--- src/hw/rtl/ims_pkg.sv ---
// Shared constants, control structs and helper functions of the Ising sampler.
package ims_pkg;

  localparam int SITES_DEF       = 64;
  localparam int COUNT_WIDTH_DEF = 32;
  localparam int EXP_DEPTH_DEF   = 256;

  localparam int CMD_W     = 3;
  localparam int ADDR_W    = 12;
  localparam int CPL_W     = 16;
  localparam int RND_W     = 16;
  localparam int SPIN_W    = 64;
  localparam int ACT_W     = 7;
  localparam int CNT_OUT_W = 32;
  localparam int FIELD_W   = 24;
  localparam int EXP_W     = 16;
  localparam int D_SPAN    = 65536;

  localparam logic [63:0] CNT_OUT_MAX = 64'hFFFF_FFFF;
  localparam logic [63:0] INV_E_Q32   = 64'd1580030169;

  localparam logic [CMD_W-1:0] CMD_WR_CPL  = 3'd0;
  localparam logic [CMD_W-1:0] CMD_WR_SPIN = 3'd1;
  localparam logic [CMD_W-1:0] CMD_INIT    = 3'd2;
  localparam logic [CMD_W-1:0] CMD_UPDATE  = 3'd3;
  localparam logic [CMD_W-1:0] CMD_RECORD  = 3'd4;
  localparam logic [CMD_W-1:0] CMD_READ    = 3'd5;
  localparam logic [CMD_W-1:0] CMD_CLEAR   = 3'd6;

  typedef struct packed {
    logic rd;
    logic wr;
  } fld_ctrl_t;

  typedef struct packed {
    logic pair_rd;
    logic pair_wr;
    logic hist_rd;
    logic hist_wr;
    logic hist_clr;
  } cnt_ctrl_t;

  // clamp to the signed field range
  function automatic logic signed [FIELD_W-1:0] sat_field(input logic signed [FIELD_W+1:0] v);
    logic signed [FIELD_W+1:0] hi;
    logic signed [FIELD_W+1:0] lo;
    hi = (FIELD_W+2)'(8388607);
    lo = -(FIELD_W+2)'(8388608);
    if (v > hi) return hi[FIELD_W-1:0];
    if (v < lo) return lo[FIELD_W-1:0];
    return v[FIELD_W-1:0];
  endfunction

  // exp(-(whole + frac/2^32)) in Q0.16, elaboration use only
  function automatic logic [EXP_W-1:0] exp_value(input logic [63:0] frac,
                                                 input logic [63:0] whole);
    logic [63:0] term;
    logic [63:0] sum;
    logic [63:0] v;
    logic [63:0] r;
    term = 64'h1_0000_0000;
    sum  = term;
    for (int k = 1; k <= 24; k++) begin
      term = ((term * frac) >> 32) / 64'(k);
      if (k[0]) sum = sum - term;
      else sum = sum + term;
    end
    v = sum;
    for (int n = 0; n < 16; n++) begin
      if (64'(n) < whole) v = (v * INV_E_Q32 + 64'h8000_0000) >> 32;
    end
    r = (v + 64'd32768) >> 16;
    return (r > 64'd65535) ? 16'hFFFF : r[EXP_W-1:0];
  endfunction

endpackage

--- src/hw/rtl/ims_exp_rom.sv ---
// exp(-x) acceptance table, built at elaboration, registered read.
module ims_exp_rom #(
  parameter int EXP_TABLE_DEPTH = ims_pkg::EXP_DEPTH_DEF
) (
  input  logic                                 clk,
  input  logic [$clog2(EXP_TABLE_DEPTH)-1:0]   idx,
  output logic [ims_pkg::EXP_W-1:0]            q
);

  logic [ims_pkg::EXP_W-1:0] rom [EXP_TABLE_DEPTH];

  for (genvar g = 0; g < EXP_TABLE_DEPTH; g++) begin : g_rom
    localparam logic [63:0] Num   = 64'(g) * 64'd16;
    localparam logic [63:0] Whole = Num / EXP_TABLE_DEPTH;
    localparam logic [63:0] Frac  = ((Num % EXP_TABLE_DEPTH) << 32) / EXP_TABLE_DEPTH;
    localparam logic [ims_pkg::EXP_W-1:0] Val = ims_pkg::exp_value(Frac, Whole);
    assign rom[g] = Val;
  end

  always_ff @(posedge clk) begin
    q <= rom[idx];
  end

endmodule

--- config.mk ---
export PLATFORM = sky130hd
export DESIGN_NAME = ims_exp_rom
export DESIGN_NICKNAME = d
export VERILOG_FILES = /design/src/hw/rtl/ims_pkg.sv /design/src/hw/rtl/ims_exp_rom.sv
export SDC_FILE = /design/constraint.sdc
export NUM_CORES = 1
export LEC_CHECK = 0
export ABC_CLOCK_PERIOD_IN_PS = 6700
export BUFFER_PORTS_ARGS = -buffer_cell sky130_fd_sc_hd__buf_2
export CAP_MARGIN = 20
export CORE_ASPECT_RATIO = 0.75
export CORE_UTILIZATION = 65
export CTS_BUF_LIST = sky130_fd_sc_hd__clkbuf_2 sky130_fd_sc_hd__clkbuf_4 sky130_fd_sc_hd__clkbuf_8
export DETAILED_ROUTE_END_ITERATION = 6
export PLACE_DENSITY = 0.87
export SYNTH_ARGS = -nofsm -noshare
export SYNTH_HDL_FRONTEND = slang
export SYNTH_SLANG_ARGS = --single-unit
--- constraint.sdc ---
create_clock -name clk -period 6.7 [get_ports clk]
set_input_delay 1.34 -clock clk [delete_from_list [all_inputs] [get_ports clk]]
set_output_delay 1.34 -clock clk [all_outputs]
set_load 0.005 [all_outputs]
==> reports/results.txt <==
Status: finished with violations
Violations in the final reports: design-rule violations
Unrepaired setup endpoints after global routing: no
Clock net sink count: 16
Slew @ Worst Pin: 0.800 ns
Count of final hold-check violations: 0
Average size of a mapped cell: 6.76 um^2
Proportion of netlist area held by the largest area contributor: 10.8%
Area used by multi-input combinational logic: 0.00229 mm^2
Slowest library cell on the worst path: ha_1
Pre-CTS setup slack: 2.66 ns
Number of flops mapped to enable cells by yosys: 0
Post-Synth Adder-Cell Area: 8.05%
Sort of element at the end of the critical path: flip-flop
Effective utilization at floorplan: 70.3%
Std cell rows: 20
Total placed cells including tap cells: 466
Number of cells upsized or downsized after cts: 0
Worst EP required: 6.85 ns
Overall power of the completed layout: 389 uW
Async S/R FF share, synth: 0%
Top cells by count, synth: nor2_1 (45), o21ai_0 (44), a21oi_1 (43), nand2_1 (37), buf_2 (24)
Crit path max fanout: 21
Max Transition Viols Final: 0
TritonCTS clock tree: yes
Registers with the highest flip-flop counts: q: 16 flops
Total wirelength of the detailed-routed design: 10,800 um
Fraction of synthesized cell area in xor and xnor cells: 0.593%
Count of antenna-violating nets left after detailed routing: 0
Share of layout cells above drive strength 1: 10.4%
Clock tree buffer depth: 2
Sum of overflow across all layers after global routing: 0
Hold buffer count at cts: 0
Post-Synthesis Cells: 437
Maximum frequency from static timing analysis: 257 MHz
Via count of the first global-routing pass: 3,179
Post-route DRC: 23
Buffer cell driving the clock tree root: clkbuf_8
Data arrival at the endpoint of the critical path: 4.04 ns
FF+latch area: 320 um^2
Final setup slack of the worst path: 2.81 ns
Total number of yosys warnings: 0
Final period utilization: 58.1%
Number of cells in the finished layout apart from fillers: 469
Max-Cap Viols: 0
1st-pass router iterations: 7
H-tree levels: 1
Antenna violations before repair: 0
Vias per std cell: 7.83
Primary FF master, synth: dfxtp_1
LEAKAGE: 0.00110 uW
Sum of buffers and inverters on the critical path: 2
Post-detail-place hpwl: 7060 um
Synthesis-to-finish area growth: -1.74%
Netlist cell types: 59
Clock Pin Slew Worst Setup and Hold Paths: 0.07 ns
Number of cells on the critical path: 9
Finish-stage setup viols: 0
Top reg by flops: q
Gpl congestion: 1.13
Combined area of all synthesized cells: 0.00295 mm^2
Largest cells by area after synthesis: dfxtp_1 (11%), ha_1 (8.0%), o21ai_0 (7.5%)
Max-slew headroom at the worst pin: 46.7%
Fill cells: 367
Overall via count from detail_route: 3,674
Critical path class: primary input to flip-flop
Standard cell core area: 0.00420 mm^2
Sequential cell area fraction in the yosys report: 10.8%
Compound-cell area share of the yosys netlist: 42.7%
Cell with the most instances after synthesis: nor2_1
Number of buffers added for setup after CTS: 0
Global-route wire length before repair: 17,100 um
Peak supply drop: 0.0845 mV
Average wire per cell in the routed design: 23.1 um
Combinational family with the most area after synthesis: compound AO/OA/AOI/OAI gates
Starting DRT DRC Count: 951
Number of CTS-inserted buffers: 3
# IOs: 25
Net Count, Synth: 465
Pin count of the biggest net entering global routing: 84
Max reg flops: 16
PwrDens: 134 mW/mm^2
Combined global-route utilization of all metal layers: 47.1%
Cell breakdown of the critical path: buf_2 -> inv_1 -> ha_1 -> nor2_1 -> a21oi_1 -> o21ai_0 -> nor4_1 -> a311oi_1 -> o31a_1
Overall die height: 60.4 um
Slowest Stage Delay on Critical Path: 0.82 ns
Cells on Worst Hold Path: 2
Number of diodes: 0
Post-synthesis share of cell area spent on and, or, nand and nor gates: 22.9%
Setup tns final: 0 ns
Classification of the worst-slack hold path: primary input to flip-flop
Number of register bits inferred by synthesis: 16
Multiplexer fraction of the synthesized cell area: 3.35%
Startpoint kind of the worst setup timing path: primary input
Clock period minus final worst setup slack: 3.89 ns
Die width: 79.8 um
Die outline area: 0.00482 mm^2
Number of input and output port buffers inserted: 24
Layout net count: 444
Cell class contributing the biggest share of worst-path delay: adder cells
Synth area leader: dfxtp_1
-- through the flow --
stage                     cell area [um^2]  utilization, %  hold slack (ns)
after floorplan                       2950               -             1.52
after global placement                2860            68.1             1.72
after detailed placement              2860            68.1             1.71
after CTS                             2900            69.0             1.47
after global routing                  2900            69.0             1.50
final                                 2900            69.0             1.48
-- power by group --
part / leakage, uW / switching, uW / internal (uW)
Combinational: 0.000943 / 136 / 69.6
Clock: 0.0000216 / 38.1 / 40.1
Sequential: 0.000133 / 2.20 / 103
Total: 0.00110 / 177 / 212
-- layout by cell type, fill, tap and decap left out, types with 8 or more instances in the layout --
| cell type | instances |
|---|---|
| o21ai_0 | 44 |
| buf_2 | 24 |
| nor2_1 | 45 |
| a21oi_1 | 43 |
| a211oi_1 | 22 |
| a311oi_1 | 8 |
| a221oi_1 | 9 |
| dfxtp_1 | 16 |
| nand2_1 | 37 |
| nand2b_1 | 11 |
| ha_1 | 19 |
| nor3_1 | 15 |
| o31ai_1 | 8 |
| nor2b_1 | 10 |
-- logic make-up after synthesis --
family | Yosys count
and+or+nand+nor | 143
muxes | 6
adders and majority gates | 19
buffers and inverters | 62
xor gates and xnor gates | 2
DFF | 16
AOI/OAI and AO/OA | 189
-- final cells by class --
class                   instances  area share (%)
repair buffers                 28            5.17
clock buffers                   3            1.42
multi-input cells             359            79.0
well taps                      55            2.37
inverters                       8            1.03
flip-flops and latches         16            11.0
-- worst paths after layout --
check	slack (ns)	startpoint	end
min	1.48	idx[7]	q[12]
max	2.81	idx[0]	q[4]
-- layer usage --
layer  up-vias  routed length (um)  GRT usage, %
met5         -                   0             0
met4         0                 770          25.5
met3       101                1860          13.8
met2       391                4170          67.8
met1      1588                4010          63.6
li1       1594                   -             -
No activity file was read; power rests on OpenSTA's default activity.
